### config.mk
export PLATFORM = sky130hd
export DESIGN_NAME = stepper_limited_move_generator_flat
export DESIGN_NICKNAME = d
export VERILOG_FILES = /design/src/rtl/smg_pkg.sv /design/src/rtl/smg_in_if.sv /design/src/rtl/smg_out_if.sv /design/src/rtl/stepper_limited_move_generator.sv /design/src/flat_wrapper.sv
export VERILOG_INCLUDE_DIRS = /design/src /design/src/rtl
export SDC_FILE = /design/constraint.sdc
export NUM_CORES = 1
export LEC_CHECK = 0
export BUFFER_PORTS_ARGS = -buffer_cell sky130_fd_sc_hd__buf_4
export CAP_MARGIN = 20
export CORE_MARGIN = 5
export CORE_UTILIZATION = 60
export DETAILED_ROUTE_END_ITERATION = 10
export PLACE_DENSITY = 0.79
export SLEW_MARGIN = 10
export SYNTH_ARGS = -nofsm -noshare
export SYNTH_HDL_FRONTEND = slang
export SYNTH_SLANG_ARGS = --single-unit
### constraint.sdc
create_clock -name clk -period 11.9 [get_ports clk]
set_input_delay 1.19 -clock clk [delete_from_list [all_inputs] [get_ports clk]]
set_output_delay 1.19 -clock clk [all_outputs]
set_load 0.03 [all_outputs]
### src/rtl/assert_macros.svh
// Assertion macros shared by the RTL of the stepper move generator.
// Each macro samples on clk; the first one is disabled while rst_n is low.
`ifndef ASSERT_MACROS_SVH
`define ASSERT_MACROS_SVH

// Clocked check, disabled during reset
`define SMG_ASSERT(name, prop, msg) \
    name: assert property (@(posedge clk) disable iff (!rst_n) (prop)) else $error(msg);

// Clocked check that also holds during reset
`define SMG_ASSERT_ALWAYS(name, prop, msg) \
    name: assert property (@(posedge clk) (prop)) else $error(msg);

`endif

### src/rtl/smg_pkg.sv
// Types, constants and segment helpers of the stepper move generator.
// No dependencies; used by the channel interfaces and the top level.
`timescale 1ns / 1ps

package smg_pkg;

    localparam int OP_W      = 2;
    localparam int DEG_W     = 11;
    localparam int ANGLE_W   = 10;
    localparam int STEP_W    = 13;
    localparam int HP_W      = 16;
    localparam int LIMIT_W   = 9;
    localparam int CFG_IDX_W = 1;

    localparam logic [OP_W-1:0] OP_TICK = 2'd0;
    localparam logic [OP_W-1:0] OP_MOVE = 2'd1;
    localparam logic [OP_W-1:0] OP_HOME = 2'd2;

    localparam logic [CFG_IDX_W-1:0] CFG_HALF_PERIOD  = 1'b0;
    localparam logic [CFG_IDX_W-1:0] CFG_TRAVEL_LIMIT = 1'b1;

    localparam logic [HP_W-1:0]    HP_RESET    = 16'd563;
    localparam logic [LIMIT_W-1:0] LIMIT_RESET = 9'd300;
    localparam logic [LIMIT_W-1:0] ANGLE_CAP   = 9'd300;
    localparam logic [STEP_W-1:0]  MAX_STEPS   = 13'h1FFF;

    // Scale of the reciprocal used for steps = |deg| * steps_per_rev / 360
    localparam int  RECIP_SHIFT = 20;
    localparam longint DEG_PER_REV = 360;

    typedef enum logic [3:0] {
        MODE_IDLE = 4'b0001,
        MODE_MOVE = 4'b0010,
        MODE_HOME = 4'b0100,
        MODE_BACK = 4'b1000
    } mode_t;

    typedef struct packed {
        mode_t             mode;
        logic [STEP_W-1:0] steps;
        logic [HP_W-1:0]   hcnt;
        logic              phase;
        logic              dir;
    } motion_t;

    // Start a segment of n steps; the step pin goes high at once unless n is zero
    function automatic motion_t load_segment(motion_t st, logic [STEP_W-1:0] n, logic dir);
        motion_t r;
        r       = st;
        r.steps = n;
        r.dir   = dir;
        r.hcnt  = '0;
        r.phase = (n != '0);
        return r;
    endfunction

    // Decide what follows a finished segment
    function automatic motion_t end_segment(motion_t st, logic sw,
                                            logic [STEP_W-1:0] chunk,
                                            logic [STEP_W-1:0] backoff);
        motion_t r;
        r = st;
        if (st.mode == MODE_HOME) begin
            if (sw) begin
                r = load_segment(st, backoff, 1'b1);
                r.mode = (backoff == '0) ? MODE_IDLE : MODE_BACK;
            end
            else begin
                r = load_segment(st, chunk, 1'b0);
            end
        end
        else begin
            r = load_segment(st, '0, st.dir);
            r.mode = MODE_IDLE;
        end
        return r;
    endfunction

endpackage

### src/rtl/smg_in_if.sv
// Command channel of the stepper move generator: valid/ready plus item fields.
// Depends on smg_pkg for field widths.
`timescale 1ns / 1ps

interface smg_in_if;
    import smg_pkg::*;

    logic                     valid;
    logic                     ready;
    logic [OP_W-1:0]          operation;
    logic signed [DEG_W-1:0]  move_degrees;
    logic                     limit_switch;

    modport source (output valid, output operation, output move_degrees,
                    output limit_switch, input ready);
    modport sink   (input valid, input operation, input move_degrees,
                    input limit_switch, output ready);
endinterface

### src/rtl/smg_out_if.sv
// Result channel of the stepper move generator: valid/ready plus item fields.
// Depends on smg_pkg for field widths.
`timescale 1ns / 1ps

interface smg_out_if;
    import smg_pkg::*;

    logic                      valid;
    logic                      ready;
    logic                      step_out;
    logic                      direction_out;
    logic                      busy_res;
    logic                      rejected;
    logic signed [ANGLE_W-1:0] position_degrees;

    modport source (output valid, output step_out, output direction_out,
                    output busy_res, output rejected, output position_degrees,
                    input ready);
    modport sink   (input valid, input step_out, input direction_out,
                    input busy_res, input rejected, input position_degrees,
                    output ready);
endinterface

### src/rtl/stepper_limited_move_generator.sv
// Top level of the stepper step/direction generator with soft travel limit.
// Depends on smg_pkg, smg_in_if, smg_out_if and assert_macros.svh.
//
// Usage:
//   cmd carries one item per handshake: a time tick, a relative move in
//   degrees or a homing start. res returns exactly one item per command item
//   with the step and direction pin levels, busy flag, refusal flag and the
//   commanded table angle.
//   cfg_wr_en/cfg_index/cfg_data write the half period (index 0) and the
//   travel limit (index 1); write only while no item is in flight.
// Timing:
//   An accepted item lands in an input register and its result is loaded
//   into the output register once it is free, and is offered from there.
//   One item per cycle is sustained while res.ready stays high; the step
//   count is one constant multiply plus a shift, computed combinationally.
// Reset:
//   rst_n clears the valid bits of both pipeline registers, angle 0, motion
//   idle with phase and direction low, half period 563 and travel limit 300.
// Stall:
//   While res.ready is low the result is held; the input register still
//   takes one more item, then cmd.ready drops until the result drains.
`timescale 1ns / 1ps

module stepper_limited_move_generator #(
    parameter int STEPS_PER_REV      = 3200,
    parameter int HOMING_CHUNK_STEPS = 16,
    parameter int BACKOFF_STEPS      = 75
) (
    input  logic                            clk,
    input  logic                            rst_n,
    input  logic                            cfg_wr_en,
    input  logic [smg_pkg::CFG_IDX_W-1:0]   cfg_index,
    input  logic [smg_pkg::HP_W-1:0]        cfg_data,
    smg_in_if.sink                          cmd,
    smg_out_if.source                       res
);
    import smg_pkg::*;

    `include "assert_macros.svh"

    // Reciprocal so that (mag * RECIP) >> RECIP_SHIFT == mag * STEPS_PER_REV / 360
    localparam longint RECIP   = ((longint'(STEPS_PER_REV) <<< RECIP_SHIFT)
                                  + DEG_PER_REV - 1) / DEG_PER_REV;
    localparam int     RECIP_W = $clog2(RECIP + 1);
    localparam int     PROD_W  = DEG_W + RECIP_W;
    localparam int     NFULL_W = PROD_W - RECIP_SHIFT;

    localparam logic [RECIP_W-1:0] RECIP_C   = RECIP_W'(RECIP);
    localparam logic [STEP_W-1:0]  CHUNK_C   = STEP_W'(HOMING_CHUNK_STEPS);
    localparam logic [STEP_W-1:0]  BACKOFF_C = STEP_W'(BACKOFF_STEPS);

    // Configuration
    logic [HP_W-1:0]    half_period_reg;
    logic [LIMIT_W-1:0] travel_limit_reg;

    // Input register
    logic                    in_valid_reg;
    logic [OP_W-1:0]         in_op_reg;
    logic signed [DEG_W-1:0] in_deg_reg;
    logic                    in_sw_reg;

    // Block state
    motion_t                   motion_reg, motion_next;
    logic signed [ANGLE_W-1:0] angle_reg, angle_next;

    // Output register
    logic                      out_valid_reg;
    logic                      out_step_reg;
    logic                      out_dir_reg;
    logic                      out_busy_reg;
    logic                      out_rej_reg;
    logic signed [ANGLE_W-1:0] out_angle_reg;

    logic advance;
    logic rej;

    // Move arithmetic
    logic [LIMIT_W-1:0]         lim;
    logic signed [ANGLE_W+1:0]  lim_pos, lim_neg, target;
    logic                       out_of_range;
    logic [DEG_W-1:0]           mag;
    logic [PROD_W-1:0]          prod;
    logic [NFULL_W-1:0]         n_full;
    logic [STEP_W-1:0]          move_steps;
    logic                       move_cw;

    // Tick arithmetic
    logic [HP_W-1:0] hp_eff;
    logic [HP_W-1:0] hcnt_inc;

    assign advance   = in_valid_reg && (!out_valid_reg || res.ready);
    assign cmd.ready = !in_valid_reg || advance;

    always_comb
    begin
        lim          = (travel_limit_reg > ANGLE_CAP) ? ANGLE_CAP : travel_limit_reg;
        lim_pos      = signed'({3'b000, lim});
        lim_neg      = -lim_pos;
        target       = (ANGLE_W+2)'(angle_reg) + (ANGLE_W+2)'(in_deg_reg);
        out_of_range = (target > lim_pos) || (target < lim_neg);
        mag          = in_deg_reg[DEG_W-1] ? DEG_W'(-in_deg_reg) : DEG_W'(in_deg_reg);
        prod         = PROD_W'(mag) * PROD_W'(RECIP_C);
        n_full       = NFULL_W'(prod >> RECIP_SHIFT);
        move_steps   = (n_full > NFULL_W'(MAX_STEPS)) ? MAX_STEPS : STEP_W'(n_full);
        move_cw      = !in_deg_reg[DEG_W-1] && (in_deg_reg != '0);
        hp_eff       = (half_period_reg == '0) ? HP_W'(1) : half_period_reg;
        hcnt_inc     = motion_reg.hcnt + HP_W'(1);
    end

    always_comb
    begin
        motion_next = motion_reg;
        angle_next  = angle_reg;
        rej         = 1'b0;
        case (in_op_reg)
            OP_MOVE:
            begin
                if (motion_reg.mode != MODE_IDLE || out_of_range) begin
                    rej = 1'b1;
                end
                else begin
                    angle_next       = ANGLE_W'(target);
                    motion_next      = load_segment(motion_reg, move_steps, move_cw);
                    motion_next.mode = (move_steps != '0) ? MODE_MOVE : MODE_IDLE;
                end
            end
            OP_HOME:
            begin
                if (motion_reg.mode != MODE_IDLE) begin
                    rej = 1'b1;
                end
                else begin
                    motion_next      = motion_reg;
                    motion_next.mode = MODE_HOME;
                    motion_next      = end_segment(motion_next, in_sw_reg, CHUNK_C, BACKOFF_C);
                end
            end
            default:
            begin
                // Time tick (unused code acts as one)
                if (motion_reg.mode == MODE_IDLE) begin
                    motion_next = motion_reg;
                end
                else if (motion_reg.steps == '0) begin
                    motion_next = end_segment(motion_reg, in_sw_reg, CHUNK_C, BACKOFF_C);
                end
                else if (hcnt_inc < hp_eff && hcnt_inc != '0) begin
                    motion_next.hcnt = hcnt_inc;
                end
                else begin
                    motion_next.hcnt = '0;
                    if (motion_reg.phase) begin
                        motion_next.phase = 1'b0;
                    end
                    else begin
                        motion_next.steps = motion_reg.steps - STEP_W'(1);
                        if (motion_next.steps != '0) begin
                            motion_next.phase = 1'b1;
                        end
                        else begin
                            motion_next = end_segment(motion_next, in_sw_reg,
                                                      CHUNK_C, BACKOFF_C);
                        end
                    end
                end
            end
        endcase
    end

    // Configuration registers
    always_ff @(posedge clk or negedge rst_n)
    begin
        if (!rst_n) begin
            half_period_reg  <= HP_RESET;
            travel_limit_reg <= LIMIT_RESET;
        end
        else if (cfg_wr_en) begin
            case (cfg_index)
                CFG_HALF_PERIOD:  half_period_reg  <= cfg_data;
                CFG_TRAVEL_LIMIT: travel_limit_reg <= cfg_data[LIMIT_W-1:0];
                default:          half_period_reg  <= half_period_reg;
            endcase
        end
    end

    // Control and state
    always_ff @(posedge clk or negedge rst_n)
    begin
        if (!rst_n) begin
            in_valid_reg     <= 1'b0;
            out_valid_reg    <= 1'b0;
            motion_reg.mode  <= MODE_IDLE;
            motion_reg.steps <= '0;
            motion_reg.hcnt  <= '0;
            motion_reg.phase <= 1'b0;
            motion_reg.dir   <= 1'b0;
            angle_reg        <= '0;
        end
        else begin
            if (cmd.valid && cmd.ready) begin
                in_valid_reg <= 1'b1;
            end
            else if (advance) begin
                in_valid_reg <= 1'b0;
            end
            if (advance) begin
                out_valid_reg <= 1'b1;
                motion_reg    <= motion_next;
                angle_reg     <= angle_next;
            end
            else if (res.ready) begin
                out_valid_reg <= 1'b0;
            end
        end
    end

    // Payload registers
    always_ff @(posedge clk)
    begin
        if (cmd.valid && cmd.ready) begin
            in_op_reg  <= cmd.operation;
            in_deg_reg <= cmd.move_degrees;
            in_sw_reg  <= cmd.limit_switch;
        end
        if (advance) begin
            out_step_reg  <= motion_next.phase;
            out_dir_reg   <= motion_next.dir;
            out_busy_reg  <= (motion_next.mode != MODE_IDLE);
            out_rej_reg   <= rej;
            out_angle_reg <= angle_next;
        end
    end

    assign res.valid            = out_valid_reg;
    assign res.step_out         = out_step_reg;
    assign res.direction_out    = out_dir_reg;
    assign res.busy_res         = out_busy_reg;
    assign res.rejected         = out_rej_reg;
    assign res.position_degrees = out_angle_reg;

    `SMG_ASSERT_ALWAYS(a_idle_clear,
        (motion_reg.mode == MODE_IDLE) |-> (motion_reg.steps == '0 && !motion_reg.phase),
        "idle motion with steps pending or step pin high")
    `SMG_ASSERT_ALWAYS(a_phase_needs_steps,
        motion_reg.phase |-> (motion_reg.steps != '0),
        "step pin high with no step left")
    `SMG_ASSERT(a_angle_range,
        (angle_reg <= signed'(ANGLE_W'(ANGLE_CAP)))
            && (angle_reg >= -signed'(ANGLE_W'(ANGLE_CAP))),
        "table angle outside the travel cap")
    `SMG_ASSERT(a_result_from_item,
        $rose(out_valid_reg) |-> $past(in_valid_reg),
        "result produced without a pending item")
    `SMG_ASSERT(a_state_only_on_advance,
        !advance |=> ($stable(angle_reg) && $stable(motion_reg)),
        "state changed without an item advancing")

endmodule
### src/flat_wrapper.sv
// flat-port wrapper written by rule: the top's interface ports become plain ports
module stepper_limited_move_generator_flat import smg_pkg::*;
#(
    parameter int STEPS_PER_REV      = 3200,
    parameter int HOMING_CHUNK_STEPS = 16,
    parameter int BACKOFF_STEPS      = 75
)
  (clk, rst_n, cfg_wr_en, cfg_index, cfg_data, cmd_valid, cmd_operation, cmd_move_degrees, cmd_limit_switch, cmd_ready, res_valid, res_step_out, res_direction_out, res_busy_res, res_rejected, res_position_degrees, res_ready);
  smg_in_if cmd_i ();
  smg_out_if res_i ();
  input  logic clk;
  input  logic rst_n;
  input  logic cfg_wr_en;
  input  logic [smg_pkg::CFG_IDX_W-1:0] cfg_index;
  input  logic [smg_pkg::HP_W-1:0] cfg_data;
  input wire logic [$bits(cmd_i.valid)-1:0] cmd_valid;
  input wire logic [$bits(cmd_i.operation)-1:0] cmd_operation;
  input wire logic [$bits(cmd_i.move_degrees)-1:0] cmd_move_degrees;
  input wire logic [$bits(cmd_i.limit_switch)-1:0] cmd_limit_switch;
  output wire logic [$bits(cmd_i.ready)-1:0] cmd_ready;
  output wire logic [$bits(res_i.valid)-1:0] res_valid;
  output wire logic [$bits(res_i.step_out)-1:0] res_step_out;
  output wire logic [$bits(res_i.direction_out)-1:0] res_direction_out;
  output wire logic [$bits(res_i.busy_res)-1:0] res_busy_res;
  output wire logic [$bits(res_i.rejected)-1:0] res_rejected;
  output wire logic [$bits(res_i.position_degrees)-1:0] res_position_degrees;
  input wire logic [$bits(res_i.ready)-1:0] res_ready;
  assign cmd_i.valid = cmd_valid;
  assign cmd_i.operation = cmd_operation;
  assign cmd_i.move_degrees = cmd_move_degrees;
  assign cmd_i.limit_switch = cmd_limit_switch;
  assign cmd_ready = cmd_i.ready;
  assign res_valid = res_i.valid;
  assign res_step_out = res_i.step_out;
  assign res_direction_out = res_i.direction_out;
  assign res_busy_res = res_i.busy_res;
  assign res_rejected = res_i.rejected;
  assign res_position_degrees = res_i.position_degrees;
  assign res_i.ready = res_ready;
  stepper_limited_move_generator #(.STEPS_PER_REV(STEPS_PER_REV), .HOMING_CHUNK_STEPS(HOMING_CHUNK_STEPS), .BACKOFF_STEPS(BACKOFF_STEPS)) u_core (.clk(clk), .rst_n(rst_n), .cfg_wr_en(cfg_wr_en), .cfg_index(cfg_index), .cfg_data(cfg_data), .cmd(cmd_i), .res(res_i));
endmodule
# == Word level (Yosys, flattened, before mapping) ==
# Index checks and enable logic that the tools add are counted.
# totals
reg_bits,100
out_inout_bits,16
# classes
addsub,5
multipliers,1
order_cmp,5
n_eq_ne,11
muxes,31
bitwise_logic,1
reduce_logical,23
# ops
cell,count
2-to-1 mux 35 bit,7
one-hot mux 35 bit (2 select lines),1
2-to-1 mux 33 bit,2
"multiplier 11 x 22 -> 33 bit, second input constant",1
2-to-1 mux 16 bit,2
nonzero test 13 bit,2
2-to-1 mux 10 bit,2
2-to-1 mux 17 bit,1
"adder 16 x 1 -> 16 bit, second input constant",1
zero test 16 bit,1
less-than comparator 16 bit,1
nonzero test 16 bit,1
"greater-than comparator 15 x 13 -> 1 bit, second input constant",1
zero test 13 bit,1
2-to-1 mux 13 bit,1
"subtractor 13 x 1 -> 13 bit, second input constant",1
adder 10 x 11 -> 12 bit,1
greater-than comparator 12 x 10 -> 1 bit,1
less-than comparator 12 bit,1
negation 9 -> 12 bit,1
2-to-1 mux 11 bit,1
negation 11 bit,1
nonzero test 11 bit,1
2-to-1 mux 1 bit,10
21 further kinds,34

# == Depth between registers and ports, before layout ==
# depth
ltp_word,10
mapped_depth,27
ltp_nobuf,27

# == Worst setup path before layout ==
# Ideal clock, no wire load.
# synth_path
kind,register to register
start,register u_core.in_deg_reg[3]
end,"register u_core.out_step_reg, in the netlist u_core.res.step_out (data pin)"
setup_ns,0.273
arrival_ns,6.803
required_ns,11.627
slack_ns,4.823
stages_incl_launch_ff,24
path_buffers,1
synth_period_minus_slack_ns,7.077
path_cell_list,edfxtp_1 nor3_1 nand3_1 or3_1 o31a_1 xor2_1 inv_1 fa_1 inv_1 ha_1 fa_1 fa_1 inv_1 fa_1 inv_1 ha_1 clkbuf_1 nand4_1 o41ai_2 a21oi_1 xnor2_1 or4b_2 nor4_1 o21ai_0
# synth_lines
element,line_no,source
"start, declared",stepper_limited_move_generator.sv:59,logic signed [DEG_W-1:0] in_deg_reg;
"start signal, assigned",stepper_limited_move_generator.sv:222,in_deg_reg <= cmd.move_degrees;
"end signal, assigned",stepper_limited_move_generator.sv:226,out_step_reg <= motion_next.phase;
"end, declared",stepper_limited_move_generator.sv:68,logic out_step_reg;

==> results.md <==
Detailed routing:
- After detailed routing, the number of vias per cell comes to approximately 6.2.
- The count of nets left with antenna violations once routing finished came out at 0.
- The total number of vias is approximately 8,700.
- The per-cell routed wire length is 17.9 um.
- The total routed wirelength is around 25,000 um.
- The detailed router finished its first iteration with ~820 violations.
- For this run, design rule violations remaining after detail routing come to 0.
- Before antenna repair, the detailed router went through 7 iterations.

Worst setup path:
- The delay of the slowest cell on the worst path is roughly 0.76 ns.
- The critical path goes through inv_1 -> ha_1 -> nand2_1 -> or3_1 -> or3_1 -> nor3_1 -> nand2_1 -> inv_1 -> ha_1 -> fa_1 -> fa_1 -> inv_1 -> fa_1 -> xor2_1 -> ha_1 -> o21bai_1 -> ha_1 -> nand4_1 -> o41ai_2 -> a21oi_1 -> xnor2_1 -> or4b_2 -> nor4_1 -> o21ai_0.
- The instance count on the critical path is 24.
- The critical path capture point type is a flip-flop.
- STA puts the critical path data required time at between 10 and 15 ns.
- The maximum fanout encountered on the critical timing path is 7.
- The largest delay contributor family on the critical path is adder cells.
- The worst reg-to-reg setup slack is 3.99 ns.
- The worst reg-to-reg path cell count is 24.
- The classification of the worst setup path is flip-flop to flip-flop.
- The slowest stage of the critical path belongs to the cell o41ai_2.
- STA classifies the critical path startpoint as a flip-flop.
- The critical path data arrival time is 7.99 ns.
- The sum of buffers and inverters on the critical path is 3.
- The cell that appears most often on the critical path is ha_1.

GRT:
- The global-route wire length before repair is 41,900 um.
- Entering global routing, the biggest net connects between 70 and 80 pins.
- The initial antenna violation count is 0.
- The number of global-route vias before repair was approximately 8,400.
- For this run the aggregate overflow at the end of global routing stands at 0.
- In the global route stage, overall resource usage came out at 0.260.

Logic synthesis:
- Among all flip-flop cells after synthesis, the most frequent one is dfrtp_1.
- The number of instances in the synthesized netlist is approximately 1,100.
- Counting flops with an async set or reset pin after synthesis yields a share of 0.720.
- The unique cell type count in the Yosys netlist is just over 80.
- Counting flops with a built-in enable in the synthesized netlist gives 28.
- Dividing the synthesized area by the synthesized cell count gives just under 9 um^2.
- The sequential-to-total area share from yosys stat is 0.263.
- After synthesis the cells add up to approximately 0.010 mm^2.
- Yosys printed 0 warnings.
- The net count of the mapped netlist is about 1,400.
- The number of synthesized register bits is 100.

Hold path:
- The count of cells along the worst hold path is 2.
- The tightest min-delay check is of the flip-flop to flip-flop type.

STA:
- The worst-case headroom to the max-slew limit is 0.326.
- Setup repair after global routing left no endpoint under its margin.
- The total negative slack is 0 ns.
- The final count of hold timing violations is 0.
- The maximum clock frequency is ~0.13 GHz.
- The maximum clock skew at final layout is between 0.01 and 0.015 ns.
- The final-report max-slew violation count is 0.
- The actual transition at the worst max-transition pin is around 1.0 ns.
- Setup violations remaining at the end of the flow were counted as 0.
- In the finished design, the share of the clock period the worst path needs comes to 0.665.
- The post-route minimum period is a little under 8 ns.

Cells and area:
- The count of antenna diodes in the layout is 0.
- The area occupied by multi-input gates is 0.00690 mm^2.
- The ratio of cells with drive above 1 in the final layout is 0.111.
- Registers take roughly 0.0027 mm^2.
- The utilization after layout is 0.661.
- Fill cells in the final layout number roughly 1,400.
- The layout overhead on the synthesized area is 8.38%.
- The net count of the finished layout is 1,388.
- The flip-flop count of the largest register after layout is 35.

Floorplan:
- The count of pins on the block boundary is 52.
- The floorplan has 47 rows.
- The die is between 100 and 150 um wide.
- The y dimension of the die is 140 um.
- In this run the standard cell core region covers roughly 0.017 mm^2.
- For this configuration, the core starts out at a cell density of 0.610.
- The area of the die is a little under 0.02 mm^2.

Flow run:
- The tool flagged a number of max-cap violations equal to 0.

Clock network:
- The number of sinks on the clock net is 100.
- The root buffer selected by CTS is clkbuf_16.
- TritonCTS built the clock tree.
- The count of instances resized after the clock tree is built is 0.
- The post-CTS setup repair buffer count is 0.
- Counting the buffers created by CTS gives 9.
- Clock-pin slew was measured on the worst setup and hold paths at ~0.080 ns.
- The deepest clock path buffer count is 2.
- The number of hold buffers added after CTS was 0.
- The clock insertion delay at the later pin of the skew report is ~0.36 ns.
- The H-tree was split into 3 levels.

Placement:
- The final RePlAce weighted congestion is around 0.96.
- Port buffering added 51 buffers.
- The sum of net half-perimeters after detailed placement is approximately 20,000 um.

Run status:
- The run finished with clean final reports.
==> kinds of logic (layout without fill, tap and decap cells) <==
family | Yosys count | in the layout | synth area share
AOI/OAI and AO/OA | 270 | 270 | 0.176
xor gates and xnor gates | 56 | 56 | 0.0485
adders and majority gates | 176 | 176 | 0.249
buffers and inverters | 147 | 184 | 0.0553
DFF | 100 | 100 | 0.263
muxes | 24 | 24 | 0.0266
and+or+nand+nor | 371 | 371 | 0.182
==> Yosys cell counts (18+ instances only) <==
library cell,n,area (um^2)
edfxtp_1,28,841
a21oi_1,59,295
xor2_1,19,166
dfrtp_1,62,1550
clkbuf_1,27,101
xnor2_1,37,324
nand2_1,138,518
nor2_1,66,248
nand3_1,21,105
nand4_1,29,181
fa_1,42,841
mux2_2,23,259
nor3_1,18,90.1
o21ai_0,81,405
inv_1,110,413
ha_1,134,1680
==> worst reg2reg max path, delay by kind of cell (launching register included) <==
kind | cells | cell delay, ns
adders and majority gates | 7 | 2.52
DFF | 1 | 0.53
buffers and inverters | 3 | 0.36
and+or+nand+nor | 8 | 2.50
xor gates and xnor gates | 2 | 0.41
AOI/OAI and AO/OA | 4 | 1.31
==> final timing paths <==
check	to	from
setup / recovery	u_core.res.step_out$_DFFE_PP_	u_core.in_deg_reg[0]$_DFFE_PP_
hold / removal	u_core.angle_reg[6]$_DFFE_PN0P_	u_core.angle_reg[6]$_DFFE_PN0P_
setup reg to reg	u_core.res.step_out$_DFFE_PP_	u_core.in_deg_reg[0]$_DFFE_PP_
hold reg to reg	u_core.angle_reg[6]$_DFFE_PN0P_	u_core.angle_reg[6]$_DFFE_PN0P_
max in group asynchronous	u_core.motion_reg[15]$_DFFE_PN0P_	rst_n
min in group asynchronous	u_core.motion_reg[29]$_DFFE_PN0P_	rst_n
==> layer usage <==
metal	track usage	up-vias	part of all wire	wire length (um)
li1	-	4174	-	-
met1	0.372	4148	0.46	11400
met2	0.415	353	0.46	11500
met3	0.0501	28	0.078	1950
met4	0.0474	0	0.011	286
met5	0	-	0	0
==> layout by cell type (no fill, tap or decap), types with 14 or more instances in the layout <==
cell,instances
xnor2_1,37
a211oi_1,14
nand2b_1,14
nor3_1,18
inv_1,110
o21ai_0,81
mux2_2,23
nor4_1,15
buf_4,57
a21oi_1,59
nand2_1,138
dfrtp_1,62
nand4_1,29
nor2_1,66
ha_1,134
xor2_1,19
nand3_1,21
edfxtp_1,28
fa_1,42
==> stage by stage <==
| step | cell area (um^2) | std cells | hold WS (ns) | setup slack [ns] |
|---|---|---|---|---|
| final | 11000 | 1401 | 0.514 | 3.99 |
| after global routing | 11000 | 1401 | 0.536 | 3.45 |
| after CTS | 11000 | 1401 | 0.519 | 4.04 |
| after detailed placement | 10700 | 1385 | 0.496 | 4.08 |
| after global placement | 10700 | 1385 | 0.485 | 4.39 |
| after floorplan | 10100 | 1144 | 0.457 | 4.82 |
==> cell type report <==
cell class,instances,share of cell area
Multi-Input combinational cell,897,0.629
Sequential cell,100,0.242
Timing Repair Buffer,57,0.0390
Inverter,111,0.0380
Tap cell,220,0.0251
Clock buffer,10,0.0209
Clock inverter,6,0.00525
Power is not shown: default switching activity piles up to over one toggle a cycle in this logic, so the estimate is an artifact.
